===== src/design/hdt_ram.sv =====
// ----------------------------------------------------------------------------
// hdt_ram: simple dual-port RAM
// One write port, one read port with registered read data.
// ----------------------------------------------------------------------------
module hdt_ram #(
   parameter int WIDTH = 8,
   parameter int DEPTH = 256
) (
   input  logic                     clock,
   input  logic                     wr_en,
   input  logic [$clog2(DEPTH)-1:0] wr_addr,
   input  logic [WIDTH-1:0]         wr_data,
   input  logic [$clog2(DEPTH)-1:0] rd_addr,
   output logic [WIDTH-1:0]         rd_data
);

   logic [WIDTH-1:0] mem_ff [DEPTH];
   logic [WIDTH-1:0] rd_data_ff;

   always_ff @(posedge clock) begin
      if (wr_en) begin
         mem_ff[wr_addr] <= wr_data;
      end
      rd_data_ff <= mem_ff[rd_addr];
   end

   assign rd_data = rd_data_ff;

endmodule


===== config.mk =====
export PLATFORM = sky130hd
export DESIGN_NAME = hdt_ram
export DESIGN_NICKNAME = d
export VERILOG_FILES = /design/src/design/hdt_ram.sv
export SDC_FILE = /design/constraint.sdc
export NUM_CORES = 2
export LEC_CHECK = 0
export BUFFER_PORTS_ARGS = -buffer_cell sky130_fd_sc_hd__buf_2
export CORE_MARGIN = 2
export CORE_UTILIZATION = 40
export CTS_CLUSTER_SIZE = 24
export DETAILED_ROUTE_END_ITERATION = 16
export GPL_ROUTABILITY_DRIVEN = 0
export PLACE_DENSITY_LB_ADDON = 0.25
export SYNTH_ARGS = -nofsm -noshare
export SYNTH_HDL_FRONTEND = slang
export SYNTH_SLANG_ARGS = --single-unit

===== constraint.sdc =====
create_clock -name clock -period 2.7 [get_ports clock]
set_clock_uncertainty 0.15 [all_clocks]
set_input_delay 0.675 -clock clock [delete_from_list [all_inputs] [get_ports clock]]
set_output_delay 0.675 -clock clock [all_outputs]
set_load 0.005 [all_outputs]

==> results.toml <==
[outcome]
status = "finished, violations left"
failed_checks = "negative setup slack"

[global_route]
met1_usage_pct = 29.0
antenna_found_initial = 12
grt_pass1_wl_mm = 307
busiest_layer = "met2"
grt_start_max_net_pins = 113
use_met3_pct = 3.51
grt.met2_usage_pct = 34.7
grt_usage_pct = 21.1
grt_pass1_vias = 41773
grt_overflow_total = 0

[die]
ios = 34
die_h_um = 450
die_area_um2 = 202000
dieWidth_um = 450
rows = 163
fp.coreArea_um2 = 197000
start_util_pct = 40.3

[route]
first_iter_violations = 4843
vias = 41064
vias_per_cell = 5.61
drc = 0
wl_per_cell_um = 29.3
wl_mm = 214
drt_pass1_iterations = 6
ant_nets = 0

[min_path]
worstHoldPathType = "input port to flip-flop"

[synth]
synth_seq_cells = 2056
synth_warnings = 0
synth_ff_type = "edfxtp_1"
ys_seq_area_share_pct = 77.5
synth_edf_count = 2048
ys_types = 55
async_flop_share_pct = 0
synthCells = 3733
mappedNetlistArea_um2 = 79600
synth_nets = 3759
yosysTopAreaCell = "edfxtp_1"
yosysTopAreaCellShare_pct = 77.3
postSynthAreaPerCell_um2 = 21.3
ys_top_cells_by_area = "edfxtp_1, mux4_2, mux2i_1"

[layout]
seq_area_um2 = 61700
drive_gt1_share_pct = 34.3
syn_to_final_growth_pct = 20.0
nets = 4523
fin_cells = 7315
fill_cells = 16249
finalInstanceArea_um2 = 95400
final_util_pct = 48.3
multi_input_area_um2 = 16800

[placed_design]
numPortBuffers = 33
dp.cells = 6913
placed_area_um2 = 88300
dpl.hpwl_mm = 140

[sta]
fin_crit_sh_pct = 101
final-hold-violation-count = 0
fin_ws_ns = -0.0296
whs_ns = 0.0998
tightestPinTransition_ns = 0.706
rsz0062_at_grt = "true"
min_period_ns = 2.73
setup_tns_ns = -0.0296
setup_viol = 1
max-slew-margin-rel_pct = 52.5
fmax_mhz = 366
slew_violations = 0

[critical_path]
cp_slowest_cell = "mux4_2"
critPathKind = "input port to flip-flop"
path_cells = "buf_16, buf_8, buf_12, buf_12, mux4_2, mux4_2, nor2b_4, nor4_4, buf_4, nor4_2"
cp.arrival_ns = 3.27
cp-end-kind = "flip-flop"
max_stage_delay_ns = 0.57
cp-start-kind = "input port"
worst-path-buf-inv = 5
path_delay_family = "multiplexers"
cp_max_fo = 7
cp.required_ns = 3.24

[clock_network]
cts_max_path_buffers = 3
cts_made_buffers = 208
cts_sinks = 2056
clk_pin_slew_ns = 0.06
ctsHtreeMaxLevel = 4
clock_latency_ns = 0.85
cts_tree = "done"
ctsRootBufferMaster = "clkbuf_16"

[flow_run]
drv_cap = 0

[power_and_ir_drop]
power_density_nw_per_um2 = 701
peakVddDrop_mv = 0.749
power_leakage_uw = 0.0310
==> where the power goes <==
part	total, µW	switching, µW	internal (µW)
registers	35300	72.6	35200
clock network	27800	12100	15700
logic	3860	2300	1560
==> metrics by stage <==
stage	setup WS, ns	total power [µW]
finish	-0.0296	66900
global route	-0.0268	68900
CTS	-0.00377	67500
detailed placement	-1.43	39700
global placement	-1.82	39700
floorplan	-0.00232	37600
==> routing by layer <==
| layer | vias to the layer above | share of wire, % |
|---|---|---|
| li1 | 17255 | - |
| met1 | 22097 | 42 |
| met2 | 1418 | 50 |
| met3 | 294 | 6.2 |
| met4 | 0 | 2.6 |
| met5 | - | 0 |
==> cells by family (layout without fill, tap and decap cells) <==
kind of cell,count (synthesis),count (layout),share of synthesized area [%]
AOI/OAI and AO/OA,385,385,3.42
buffers and inverters,235,1170,1.83
DFF,2056,2056,77.5
muxes,591,591,14.6
other,0,7,0
and+or+nand+nor,466,466,2.63
==> state kept, by name, summed over array words and instances, names as in the netlist <==
name	cells
rd_data	8
mem_ff	2048
==> path summary, 6_finish.rpt <==
path                               startpoint            end  slack [ns]  cells past startpoint
worst max register to register  mem_ff[84][0]     rd_data[0]        0.07                      6
worst min register to register  mem_ff[40][3]     rd_data[3]        0.88                      7
worst min-delay path               wr_data[1]  mem_ff[69][1]         0.1                      1
worst max-delay path               rd_addr[0]     rd_data[0]       -0.03                     10
==> what timing repair did <==
| item | in CTS | in global routing |
|---|---|---|
| hold endpoints to repair | 12 | 0 |
| cloned | 3 | 1 |
| setup endpoints to repair | 8 | 8 |
| hold buffers | 2 | 0 |
| gates resized for setup | 39 | 34 |
| pin swaps | 3 | 6 |
| buffers inserted | 8 | 1 |
==> layout by cell type (no fill, tap or decap), types with 13 or more instances in the layout <==
| master | n |
|---|---|
| nor2_1 | 278 |
| a21oi_1 | 91 |
| o221ai_1 | 45 |
| nor3_1 | 15 |
| a22oi_1 | 128 |
| clkbuf_1 | 38 |
| edfxtp_1 | 2048 |
| nor4_1 | 13 |
| clkinv_2 | 45 |
| o22ai_1 | 28 |
| nand3_1 | 31 |
| clkinv_1 | 48 |
| clkbuf_16 | 210 |
| mux2i_1 | 134 |
| buf_8 | 13 |
| buf_4 | 661 |
| nand2_1 | 33 |
| mux4_2 | 454 |
| buf_12 | 77 |
| buf_2 | 21 |
| nor2b_1 | 26 |
| bufinv_16 | 15 |
==> cells in the mapped netlist (2+ instances only) <==
cell,instances
a2111oi_0,2
a2111oi_1,2
a211oi_1,16
a21oi_1,96
a221oi_1,13
a22o_1,8
a22oi_1,133
a311oi_1,2
a31oi_1,2
and2_1,6
and3b_1,2
buf_1,22
buf_12,8
buf_2,31
buf_4,27
buf_6,21
buf_8,13
clkbuf_1,111
dfxtp_1,8
edfxtp_1,2048
mux2i_1,134
mux4_1,2
mux4_2,454
nand2_1,33
nand2b_1,8
nand3_1,34
nand3b_1,2
nand4_1,10
nor2_1,282
nor2b_1,31
nor3_1,22
nor4_1,24
nor4_2,3
o211ai_1,10
o21ai_0,10
o21ai_1,2
o221ai_1,46
o22a_1,5
o22ai_1,28
o32ai_1,4
or2_2,4
==> layout make-up <==
type | count | share of cell area, %
antenna | 7 | 0.0184
clock buffer | 249 | 5.66
clock inverter | 132 | 1.25
inverter | 2 | 0.00787
multi-input combinational | 1442 | 17.6
sequential | 2056 | 64.6
tap | 2640 | 3.46
timing repair buffer | 787 | 7.41
(Power assumes the default switching activity.)
